File: config.mk
export PLATFORM = sky130hd
export DESIGN_NAME = trimmed_mean_ph_sampler_unit
export DESIGN_NICKNAME = d
export VERILOG_FILES = /design/src/tmps_pkg.sv /design/src/tmps_front.sv /design/src/tmps_fifo.sv /design/src/tmps_back.sv /design/src/trimmed_mean_ph_sampler_unit.sv
export SDC_FILE = /design/constraint.sdc
export NUM_CORES = 2
export LEC_CHECK = 0
export BUFFER_PORTS_ARGS = -buffer_cell sky130_fd_sc_hd__buf_2
export CORE_UTILIZATION = 48
export DETAILED_ROUTE_END_ITERATION = 8
export GPL_TIMING_DRIVEN = 0
export PLACE_DENSITY = 0.71
export SLEW_MARGIN = 10
export SYNTH_ARGS = -nofsm -noshare
export SYNTH_HDL_FRONTEND = slang
export SYNTH_HIERARCHICAL = 1
export SYNTH_SLANG_ARGS = --single-unit
File: constraint.sdc
create_clock -name clk -period 20.1 [get_ports clk]
set_input_delay 2.01 -clock clk [delete_from_list [all_inputs] [get_ports clk]]
set_output_delay 2.01 -clock clk [all_outputs]
set_load 0.005 [all_outputs]
File: src/tmps_pkg.sv
`default_nettype none

package tmps_pkg;

	// samples per window
	localparam int WINDOW = 40;

	localparam int SAMPLE_W = 12;
	localparam int SUM_W    = 20;
	localparam int CNT_W    = 8;
	localparam int Q8_W     = 20;
	localparam int GAIN_W   = 20;
	localparam int OFFS_W   = 15;
	localparam int PH_W     = 16;
	localparam int CFG_IDX_W = 2;
	localparam int S_TDATA_W = 16;
	localparam int M_TDATA_W = 40;

	localparam logic [GAIN_W-1:0] GAIN_RESET = 20'd294697;

	// trimmed mean only when there are enough samples to drop two
	localparam bit TRIM = (WINDOW >= 5);

	// constant divide: q = (x * DIV_M) >> DIV_S, then one correction step
	localparam int DIV_X_W  = 28;
	localparam int DIV_S    = DIV_X_W;
	localparam int DIV_D_I  = TRIM ? WINDOW - 2 : WINDOW;
	localparam int DIV_M_W  = DIV_S + 1;
	localparam int M_LO_W   = 15;
	localparam int M_HI_W   = DIV_M_W - M_LO_W;
	localparam logic [DIV_M_W-1:0] DIV_M =
		DIV_M_W'((longint'(1) << DIV_S) / longint'(DIV_D_I));
	localparam logic [CNT_W-1:0] DIV_D = CNT_W'(DIV_D_I);
	localparam logic [CNT_W-1:0] LAST_CNT = CNT_W'(WINDOW - 1);

	typedef enum logic [CFG_IDX_W-1:0] {
		CFG_PH_GAIN   = 2'd0,
		CFG_PH_OFFSET = 2'd1
	} cfg_idx_t;

	// one finished window travelling from front to back
	typedef struct packed {
		logic [SUM_W-1:0]    sum;
		logic [SAMPLE_W-1:0] min;
		logic [SAMPLE_W-1:0] max;
	} window_t;

endpackage

`default_nettype wire

File: src/tmps_front.sv
`default_nettype none

module tmps_front (
	input  wire logic                            clk,
	input  wire logic                            arst_n,
	input  wire logic                            take,
	input  wire logic [tmps_pkg::SAMPLE_W-1:0]   sample,
	output logic                                 push,
	output tmps_pkg::window_t                    win
);
	import tmps_pkg::*;

	logic [CNT_W-1:0]    count_q;
	logic [SUM_W-1:0]    sum_q;
	logic [SAMPLE_W-1:0] min_q;
	logic [SAMPLE_W-1:0] max_q;

	logic [SUM_W-1:0]    sum_nx;
	logic [SAMPLE_W-1:0] min_nx;
	logic [SAMPLE_W-1:0] max_nx;
	logic                last;

	always_comb begin
		sum_nx = sum_q + SUM_W'(sample);
		min_nx = (sample < min_q) ? sample : min_q;
		max_nx = (sample > max_q) ? sample : max_q;
		last   = (count_q == LAST_CNT);
		push   = take && last;
		win.sum = sum_nx;
		win.min = min_nx;
		win.max = max_nx;
	end

	always_ff @(posedge clk or negedge arst_n) begin
		if (!arst_n) begin
			count_q <= '0;
			sum_q   <= '0;
			min_q   <= '1;
			max_q   <= '0;
		end else if (take) begin
			if (last) begin
				count_q <= '0;
				sum_q   <= '0;
				min_q   <= '1;
				max_q   <= '0;
			end else begin
				count_q <= count_q + 1'b1;
				sum_q   <= sum_nx;
				min_q   <= min_nx;
				max_q   <= max_nx;
			end
		end
	end

endmodule

`default_nettype wire

File: src/tmps_fifo.sv
`default_nettype none

module tmps_fifo (
	input  wire logic               clk,
	input  wire logic               arst_n,
	input  wire logic               push,
	input  wire tmps_pkg::window_t  wr_win,
	input  wire logic               pop,
	output tmps_pkg::window_t       rd_win,
	output logic                    empty,
	output logic                    full
);
	import tmps_pkg::*;

	localparam int DEPTH = 4;
	localparam int PTR_W = $clog2(DEPTH);

	window_t            mem_q [DEPTH];
	logic [PTR_W-1:0]   wr_ptr_q;
	logic [PTR_W-1:0]   rd_ptr_q;
	logic [PTR_W:0]     fill_q;

	assign empty  = (fill_q == '0);
	assign full   = (fill_q == (PTR_W+1)'(DEPTH));
	assign rd_win = mem_q[rd_ptr_q];

	always_ff @(posedge clk) begin
		if (push) begin
			mem_q[wr_ptr_q] <= wr_win;
		end
	end

	always_ff @(posedge clk or negedge arst_n) begin
		if (!arst_n) begin
			wr_ptr_q <= '0;
			rd_ptr_q <= '0;
			fill_q   <= '0;
		end else begin
			if (push) begin
				wr_ptr_q <= wr_ptr_q + 1'b1;
			end
			if (pop) begin
				rd_ptr_q <= rd_ptr_q + 1'b1;
			end
			if (push && !pop) begin
				fill_q <= fill_q + 1'b1;
			end else if (pop && !push) begin
				fill_q <= fill_q - 1'b1;
			end
		end
	end

endmodule

`default_nettype wire

File: src/tmps_back.sv
`default_nettype none

module tmps_back (
	input  wire logic                           clk,
	input  wire logic                           arst_n,
	input  wire tmps_pkg::window_t              win,
	input  wire logic                           win_avail,
	output logic                                win_pop,
	input  wire logic [tmps_pkg::GAIN_W-1:0]    gain,
	input  wire logic [tmps_pkg::OFFS_W-1:0]    offset,
	output logic                                out_valid,
	input  wire logic                           out_ready,
	output logic [tmps_pkg::Q8_W-1:0]           mean_q8,
	output logic [tmps_pkg::PH_W-1:0]           ph_milli
);
	import tmps_pkg::*;

	localparam int PL_W   = DIV_X_W + M_LO_W;
	localparam int PH_PW  = DIV_X_W + M_HI_W;
	localparam int FULL_W = DIV_X_W + DIV_M_W;
	localparam int PROD_W = Q8_W + GAIN_W;
	localparam int PHS_W  = PH_W + 2;

	localparam logic [M_LO_W-1:0] M_LO = DIV_M[M_LO_W-1:0];
	localparam logic [M_HI_W-1:0] M_HI = DIV_M[DIV_M_W-1:M_LO_W];

	logic adv;
	logic v1_s1, v2_s2, v3_s3, v4_s4;

	logic [DIV_X_W-1:0] x_in;
	logic [SUM_W-1:0]   trimmed;

	logic [DIV_X_W-1:0] x_s1;
	logic [PL_W-1:0]    pl_s1;
	logic [PH_PW-1:0]   ph_s1;

	logic [FULL_W-1:0]  full_prod;
	logic [DIV_X_W-1:0] x_s2;
	logic [DIV_X_W-1:0] q_s2;

	logic [DIV_X_W-1:0] rem;
	logic [DIV_X_W-1:0] q_fix;
	logic [Q8_W-1:0]    mean_s3;

	logic [Q8_W-1:0]    mean_s4;
	logic [PROD_W-1:0]  prod_s4;

	logic signed [PHS_W-1:0] ph_sum;
	logic [PH_W-1:0]         ph_sat;

	// whole pipe moves when the output register is free or being taken
	assign adv     = !out_valid || out_ready;
	assign win_pop = adv && win_avail;

	always_comb begin
		trimmed = win.sum - SUM_W'(win.min) - SUM_W'(win.max);
		if (TRIM) begin
			x_in = {trimmed, 8'd0};
		end else begin
			x_in = DIV_X_W'(win.sum);
		end
	end

	// estimate is exact or one low; remainder check fixes it
	always_comb begin
		full_prod = (FULL_W'(ph_s1) << M_LO_W) + FULL_W'(pl_s1);
		rem       = x_s2 - DIV_X_W'(q_s2 * DIV_D);
		q_fix     = (rem >= DIV_X_W'(DIV_D)) ? q_s2 + 1'b1 : q_s2;
	end

	always_comb begin
		ph_sum = $signed({2'b00, prod_s4[PROD_W-1:24]})
			+ PHS_W'($signed(offset));
		if (ph_sum > PHS_W'(32767)) begin
			ph_sat = 16'h7FFF;
		end else if (ph_sum < -PHS_W'(32768)) begin
			ph_sat = 16'h8000;
		end else begin
			ph_sat = ph_sum[PH_W-1:0];
		end
	end

	always_ff @(posedge clk) begin
		if (adv) begin
			x_s1    <= x_in;
			pl_s1   <= PL_W'(x_in) * PL_W'(M_LO);
			ph_s1   <= PH_PW'(x_in) * PH_PW'(M_HI);
			x_s2    <= x_s1;
			q_s2    <= full_prod[DIV_S +: DIV_X_W];
			if (TRIM) begin
				mean_s3 <= q_fix[Q8_W-1:0];
			end else begin
				mean_s3 <= {q_fix[Q8_W-9:0], 8'd0};
			end
			mean_s4  <= mean_s3;
			prod_s4  <= PROD_W'(mean_s3) * PROD_W'(gain);
			mean_q8  <= mean_s4;
			ph_milli <= ph_sat;
		end
	end

	always_ff @(posedge clk or negedge arst_n) begin
		if (!arst_n) begin
			v1_s1     <= 1'b0;
			v2_s2     <= 1'b0;
			v3_s3     <= 1'b0;
			v4_s4     <= 1'b0;
			out_valid <= 1'b0;
		end else if (adv) begin
			v1_s1     <= win_avail;
			v2_s2     <= v1_s1;
			v3_s3     <= v2_s2;
			v4_s4     <= v3_s3;
			out_valid <= v4_s4;
		end
	end

endmodule

`default_nettype wire

File: src/trimmed_mean_ph_sampler_unit.sv
// Trimmed-mean pH sampler.
// Input stream s_*: one word per 12-bit ADC sample (s_tdata[11:0]). Samples are
// taken one per cycle; s_tready drops only while the window queue is full.
// Every WINDOW samples (package constant, 40) the front closes a window: sum,
// minimum and maximum go into a 4-deep queue and the accumulators clear.
// The back drops one min and one max, divides by WINDOW-2 with a reciprocal
// multiply (two partial products, then a remainder correction), scales by
// ph_gain, adds ph_offset_milli and saturates. WINDOW below 5 gives the plain
// truncated mean instead.
// Output stream m_*: one word per window, mean_q8 in [19:0], ph_milli in [35:20].
// Path: a closed window is written into the queue, then passes the back stages s1-s4 and the output register.
// Throughput: one sample per cycle; one result per cycle peak, set by the
// five-stage back pipe which advances as a whole.
// Config: cfg_we/cfg_index/cfg_wdata, 0 = ph_gain, 1 = ph_offset_milli (low
// 15 bits). Write only while idle; other indexes are ignored.
// Reset: window cleared, queue empty, gain 294697, offset 0.
// Stall: m_tready low holds the output word; the back pipe freezes, the queue
// fills, and only then does s_tready go low.
`default_nettype none

module trimmed_mean_ph_sampler_unit (
	input  wire logic                              clk,
	input  wire logic                              arst_n,
	input  wire logic                              s_tvalid,
	output logic                                   s_tready,
	input  wire logic [tmps_pkg::S_TDATA_W-1:0]    s_tdata,   // [11:0] sample
	output logic                                   m_tvalid,
	input  wire logic                              m_tready,
	output logic [tmps_pkg::M_TDATA_W-1:0]         m_tdata,   // [19:0] mean_q8, [35:20] ph_milli
	input  wire logic                              cfg_we,
	input  wire logic [tmps_pkg::CFG_IDX_W-1:0]    cfg_index,
	input  wire logic [tmps_pkg::GAIN_W-1:0]       cfg_wdata
);
	import tmps_pkg::*;

	logic [GAIN_W-1:0] gain_q;
	logic [OFFS_W-1:0] offset_q;

	logic    take;
	logic    push;
	window_t push_win;
	window_t head_win;
	logic    q_empty;
	logic    q_full;
	logic    pop;

	logic [Q8_W-1:0] mean_q8;
	logic [PH_W-1:0] ph_milli;

	always_ff @(posedge clk or negedge arst_n) begin
		if (!arst_n) begin
			gain_q   <= GAIN_RESET;
			offset_q <= '0;
		end else if (cfg_we) begin
			case (cfg_index)
				CFG_PH_GAIN:   gain_q   <= cfg_wdata;
				CFG_PH_OFFSET: offset_q <= cfg_wdata[OFFS_W-1:0];
				default: ;
			endcase
		end
	end

	assign s_tready = !q_full;
	assign take     = s_tvalid && s_tready;

	tmps_front u_front (
		.clk    (clk),
		.arst_n (arst_n),
		.take   (take),
		.sample (s_tdata[SAMPLE_W-1:0]),
		.push   (push),
		.win    (push_win)
	);

	tmps_fifo u_fifo (
		.clk    (clk),
		.arst_n (arst_n),
		.push   (push),
		.wr_win (push_win),
		.pop    (pop),
		.rd_win (head_win),
		.empty  (q_empty),
		.full   (q_full)
	);

	tmps_back u_back (
		.clk       (clk),
		.arst_n    (arst_n),
		.win       (head_win),
		.win_avail (!q_empty),
		.win_pop   (pop),
		.gain      (gain_q),
		.offset    (offset_q),
		.out_valid (m_tvalid),
		.out_ready (m_tready),
		.mean_q8   (mean_q8),
		.ph_milli  (ph_milli)
	);

	assign m_tdata = {(M_TDATA_W - Q8_W - PH_W)'(0), ph_milli, mean_q8};

endmodule

`default_nettype wire

* Word-level counts from Yosys, hierarchy flattened
Memories as Yosys holds them, arrays and structs flattened.
Cells that the tools add are included.
** Storage, ports and cells
- Register bits after elaboration :: 341
- Bits in latches :: 0
- Bits in writable memories :: 176
- Memory bits (read-only) :: 0
- Bits of input ports :: 43
- Output and inout port bits :: 42
- Word-level logic and storage cells :: 77
- Memories kept :: 1
** Memory list
- u_fifo.mem_q :: words 4, width 44, read ports 1, clocked after Yosys merged registers in 0, wr ports 1, RTL line tmps_fifo.sv:18 : window_t mem_q [DEPTH];
** Operators by class
- Add/sub/neg operators :: 12
- Multipliers :: 4
- Divide/modulo/power cells :: 0
- Order comparisons :: 5
- Equality and inequality tests :: 3
- Shift operators :: 0
- Multiplexer cells :: 12
- Bitwise logic cells :: 0
- Reduce and logical (&&, ||, !) cells :: 16
** Operator list (number)
- 51-bit by 43-bit adder with 52-bit output :: 1
- 12-bit 2-to-1 mux :: 4
- 20-bit by 20-bit multiplier with 40-bit output :: 1
- 20-bit 2-to-1 mux :: 2
- 20-bit by 12-bit subtractor with 20-bit output :: 2
- 20-bit by 14-bit multiplier with 34-bit output, second input constant :: 1
- 28-bit by 6-bit >= comparator with 1-bit output, second input constant :: 1
- 20-bit by 8-bit multiplier with 28-bit output, second input constant :: 1
- 28-bit subtractor :: 1
- 24-bit by 5-bit multiplier with 27-bit output, second input constant :: 1
- 20-bit by 1-bit adder with 20-bit output, second input constant :: 1
- 20-bit by 12-bit adder with 20-bit output :: 1
- 17-bit by 15-bit adder with 18-bit output :: 1
- 18-bit by 16-bit greater-than comparator with 1-bit output, second input constant :: 1
- 18-bit by 16-bit < comparator with 1-bit output, second input constant :: 1
- 16-bit 2-to-1 mux :: 1
- 12-bit greater-than comparator :: 1
- 12-bit < comparator :: 1
- 8-bit by 1-bit adder with 8-bit output, second input constant :: 1
- 8-bit by 6-bit == test with 1-bit output, second input constant :: 1
- 8-bit 2-to-1 mux :: 1
- 3-bit 2-to-1 mux :: 2
- 1-bit logical AND :: 5
- 1-bit zero test :: 5
- 11 further kinds :: 14

* Depth between registers and ports, before layout
- Depth after elaboration :: 8
- Mapped depth :: 36
- Depth with buffers taken out :: 34

* By module
Netlist, hierarchy kept.
** By module, submodules not included
- tmps_back :: times used 1, cells each 3299, area an instance 32635.0 sq um, sequential area each 6221.0 sq um
- tmps_fifo :: times used 1, cells each 264, area an instance 6805.3 sq um, sequential area each 5460.2 sq um
- tmps_front :: times used 1, cells each 371, area an instance 3644.7 sq um, sequential area each 1316.3 sq um
- trimmed_mean_ph_sampler_unit :: times used 1, cells each 83, area an instance 1472.7 sq um, sequential area each 889.6 sq um

* Least setup slack after synthesis
OpenSTA, ideal clock, no wires.
- Path kind :: input-to-reg
- Start :: input port m_tready
- End :: register u_fifo.fill_q[1]
- Setup time :: 0.125 ns
- Arrival time :: 9.353 ns
- Required time :: 19.975 ns
- Path slack :: 10.622 ns
- Stages :: 8
- Path buffers :: 1
- Cells stage by stage :: nand2b_1 -> clkbuf_1 -> and2_1 -> inv_1 -> ha_1 -> inv_1 -> fa_1 -> mux2_2
** On the way
- Longest elaborated chain between the ends :: 5
- Elaborated cells on any way between the ends :: 7
- Those cells by class :: mux: 1; reduce/logical: 6
** Ends and longest elaborated chain
- start: declaration :: RTL line trimmed_mean_ph_sampler_unit.sv:28 : input wire logic m_tready,
- 1-bit logical OR (*) :: RTL line tmps_back.sv:52 : assign adv = !out_valid || out_ready;
- 1-bit logical AND (*) :: RTL line tmps_back.sv:53 : assign win_pop = adv && win_avail;
- named net pop :: RTL line trimmed_mean_ph_sampler_unit.sv:45 : logic pop;
- 1-bit zero test :: RTL line tmps_fifo.sv:45 : if (push && !pop) begin
- 1-bit logical AND :: RTL line tmps_fifo.sv:45
- 3-bit 2-to-1 mux / 2-bit nonzero test (equally long branches)
- end signal: assignment :: RTL line tmps_fifo.sv:46 : fill_q <= fill_q + 1'b1;
- end signal: assignment :: RTL line tmps_fifo.sv:48 : fill_q <= fill_q - 1'b1;
- end: declaration :: RTL line tmps_fifo.sv:21 : logic [PTR_W:0] fill_q;
The timed path passes the listed nets; every way through them passes the cells marked *.
A chain may end at the register's enable or synchronous reset.

==> summary.md <==
| Metric | Value |
|---|---|
| Storage element area | between 10,000 and 15,000 um2 |
| Clk buf depth | 3 |
| DIE WIDTH | around 310 um |
| Share of cells above drive strength 1 | 0.0826 |
| Via count | between 20,000 and 30,000 |
| Setup TNS Final | 0 ps |
| DR WL/cell | ~18 um |
| Max-slew violation count | 0 |
| Tcrit/Tclk final | 0.512 |
| Synth cell types | 92 |
| Hold_buf cts | 0 |
| Number of global-route vias before repair | a little over 30,000 |
| Final hold violation count | 0 |
| Grt ovf | 0 |
| Nets | about 5,200 |
| #FFs+latches synth | between 400 and 500 |
| CTS Root Cell | clkbuf_16 |
| Core area | 91,800 um2 |
| # fillers | slightly below 8,000 |
| Area taken by multi-input logic gates | ~27,000 um2 |
| Crit Path Max Fanout | 10 |
| Max incr delay on CP | about 560 ps |
| Post-CTS setup buffer count | 0 |
| Critical path's slowest cell | xnor2_1 |
| Drt pass-1 iters | 8 |
| Final worst path period need | between 10,000 and 15,000 ps |
| Critical Path AT | 10,650 ps |
| Placer Congestion | about 0.95 |
| Slack of the worst reg-to-reg path | around 9800 ps |
| Die area | around 94,000 um2 |
| Status | complete, no violations |
| EDFF count, synth | about 380 |
| Rows | approximately 110 |
| Cell depth of the worst hold path | 0 |
| Crit. End Element | flop |
| Post-synthesis async set-or-reset flop share | 0.207 |
| CTS tree | done |
| I/O Buffers | between 70 and 80 |
| Ys Warns | 6 |
| CP required | 20,460 ps |
| First-pass GRT wire length | 163,000 um |
| Inserted Clock Buffers | 50 |
| Worst slew margin | 0.203 |
| Die height | 307 um |
| GRT Util Overall | 0.220 |
| CTS Sinks | around 480 |
| Antenna diode count | 0 |
| Critical path origin | u_fifo/rd_ptr_q[0] |
| Post-synthesis sequential area ratio | 0.312 |
| Fmax achieved | ~97 MHz |
| DRC Markers | 0 |
| Post-synthesis cell count | ~4,000 |
| Worst Hold Endpoint | u_back/x_s2[10] |
| Clock latency on the worst-skew pair | 620 ps |
| Post-Route WL | 100,000 um |
| I/O pin count | 85 |
| Worst slew pin tran | roughly 1200 ps |
| Post-synth top flop | edfxtp_1 |
| Pin count of the biggest net entering global routing | a little under 70 |
| Area Growth Syn to Fin | 9.09% |
| Starting Density | 0.485 |
| Post-CTS sizing | 0 |
| H-tree depth | 2 |
| R2r worst-path depth | 32 |
| Setup violators final | 0 |
| Hold crit path type | flop to flop |
| HP Start | u_back/x_s1[10] |
| FF-to-FF Start | u_fifo/rd_ptr_q[0] |
| Estimated wirelength of the detail-placed design | between 70,000 and 80,000 um |
| Vias/cell | roughly 5.4 |
| Crit path kind | flop to flop |
| RSZ-0062 raised after global routing | no |
| Initial drt markers | ~1,800 |
| Mean area per synthesized cell | about 11 um2 |
| Initial antenna violation count | 0 |
| Reg clk slew, reported paths | around 70 ps |
| Post-route ant nets | 0 |
| Reg2reg end | u_back/pl_s1[42] |
| Most frequent CP cell | fa_1 |
| Max-cap viol count | 0 |
| Post-Syn Area | about 45,000 um2 |
| Fin Clk Skew | a little over 40 ps |
| Startpoint Class | flop |
==> layer usage <==
metal / global-route usage / share of wire
met1: 0.295 / 0.43
met2: 0.374 / 0.49
met3: 0.0364 / 0.062
met4: 0.0520 / 0.023
met5: 0 / 0
==> synth_stat cells, types with 10 or more instances <==
cell type  instances  area share
mux2_2            23      0.0058
clkbuf_1         103      0.0087
and4_1            11      0.0022
edfxtp_1         379        0.26
dfstp_2           23       0.014
nand4_1           30      0.0042
o21bai_1          18      0.0030
and2_1           154       0.022
a22o_1            20      0.0039
mux4_2            38       0.019
a31oi_1           13      0.0018
nand2_1          362       0.030
o21ai_0           92       0.010
mux2_4            29      0.0098
or3_1             12      0.0017
o22a_1            14      0.0028
a21oi_1          125       0.014
a211oi_1          10      0.0017
o211ai_1          12      0.0020
and3_1            25      0.0035
xor2_1            66       0.013
o21a_1            38      0.0064
xnor2_1          131       0.026
dfrtp_1           76       0.043
ha_1             516        0.14
nor2b_1           17      0.0024
a21o_1            68       0.011
nor2_1           107      0.0090
fa_1             474        0.21
or4_1             11      0.0019
nor3_1            43      0.0048
nand2b_1          21      0.0029
inv_1            730       0.061
nand3_1           43      0.0048
==> how the worst max path moves through the flow <==
stage | endpoint | slack [ps] | depth (start not counted)
detailed placement | u_back/pl_s1[42] | 9840 | 32
floorplan | u_fifo/fill_q[1] | 10620 | 8
global placement | u_fifo/fill_q[1] | 7990 | 9
finish | u_back/pl_s1[42] | 9800 | 32
global route | u_back/pl_s1[42] | 9250 | 32
CTS | u_back/pl_s1[42] | 9790 | 32
==> final cells by class <==
class | count | area share
flip-flops and latches | 478 | 0.286
repair buffers | 86 | 0.0128
inverters | 730 | 0.0564
clock inverters | 35 | 0.00968
multi-input cells | 2682 | 0.563
well taps | 1243 | 0.0320
clock buffers | 59 | 0.0275
plain buffers | 130 | 0.0133
==> cell families (layout without fill, tap and decap cells) <==
family          after synthesis  after routing  share of synthesized area
buf+inv                     860           1040                     0.0759
other cells                   1              4                  0.0000842
xor+xnor                    198            198                     0.0393
compound gates              512            512                     0.0783
simple gates                877            877                     0.0974
flops                       478            478                      0.312
mux                         101            101                     0.0395
fa+ha+maj                   990            990                      0.358
==> flip-flops by register name (all words and copies together) (netlist names), 2 cells and up <==
| signal | flops |
|---|---|
| u_front/max_q | 12 |
| u_fifo/mem_q | 176 |
| u_front/count_q | 8 |
| u_back/x_s2 | 20 |
| u_back/pl_s1 | 21 |
| u_fifo/rd_ptr_q | 2 |
| u_back/ph_milli | 16 |
| u_fifo/wr_ptr_q | 2 |
| u_front/min_q | 12 |
| u_back/q_s2 | 24 |
| u_back/ph_s1 | 28 |
| u_back/mean_s3 | 20 |
| u_back/prod_s4 | 16 |
| u_front/sum_q | 20 |
| u_back/mean_q8 | 20 |
| gain_q | 20 |
| offset_q | 15 |
| u_fifo/fill_q | 3 |
| u_back/mean_s4 | 20 |
| u_back/x_s1 | 18 |
==> cell usage in the layout, fill, tap and decap left out, types with 23 or more instances in the layout <==
cell type  instances
a21o_1            68
ha_1             516
mux2_4            29
xnor2_1          126
nand3_1           43
nor2_1           107
nand4_1           30
buf_2             84
o21ai_0           92
xor2_1            66
clkbuf_1         108
nor3_1            43
mux4_2            38
mux2_2            23
a21oi_1          125
edfxtp_1         379
fa_1             474
clkbuf_16         52
dfstp_2           23
and2_1           150
o21a_1            38
nand2_1          362
and3_1            25
inv_1            730
dfrtp_1           76
==> stage by stage <==
| step | area [um2] | utilization | hold WS [ps] | std cells | worst slack (ps) |
|---|---|---|---|---|---|
| 2_1_floorplan | 44600 | - | 400 | 4020 | 10620 |
| 3_3_place_gp | 46500 | 0.507 | 400 | 5339 | 7990 |
| 3_5_place_dp | 46800 | 0.510 | 405 | 5349 | 9840 |
| 6_report | 48600 | 0.530 | 416 | 5443 | 9800 |
| 4_1_cts | 48600 | 0.529 | 407 | 5443 | 9790 |
| 5_1_grt | 48600 | 0.530 | 409 | 5443 | 9250 |
==> worst max-delay path, delay by kind of cell (launching register included) <==
kind,cells,cell delay [ps]
AOI/OAI and AO/OA,13,3430
adders and majority gates,8,3410
buffers and inverters,5,900
xor gates and xnor gates,2,690
and+or+nand+nor,3,690
muxes,1,540
DFF,1,340
Power is not shown: default switching activity piles up to over one toggle a cycle in this logic, so the estimate is an artifact.
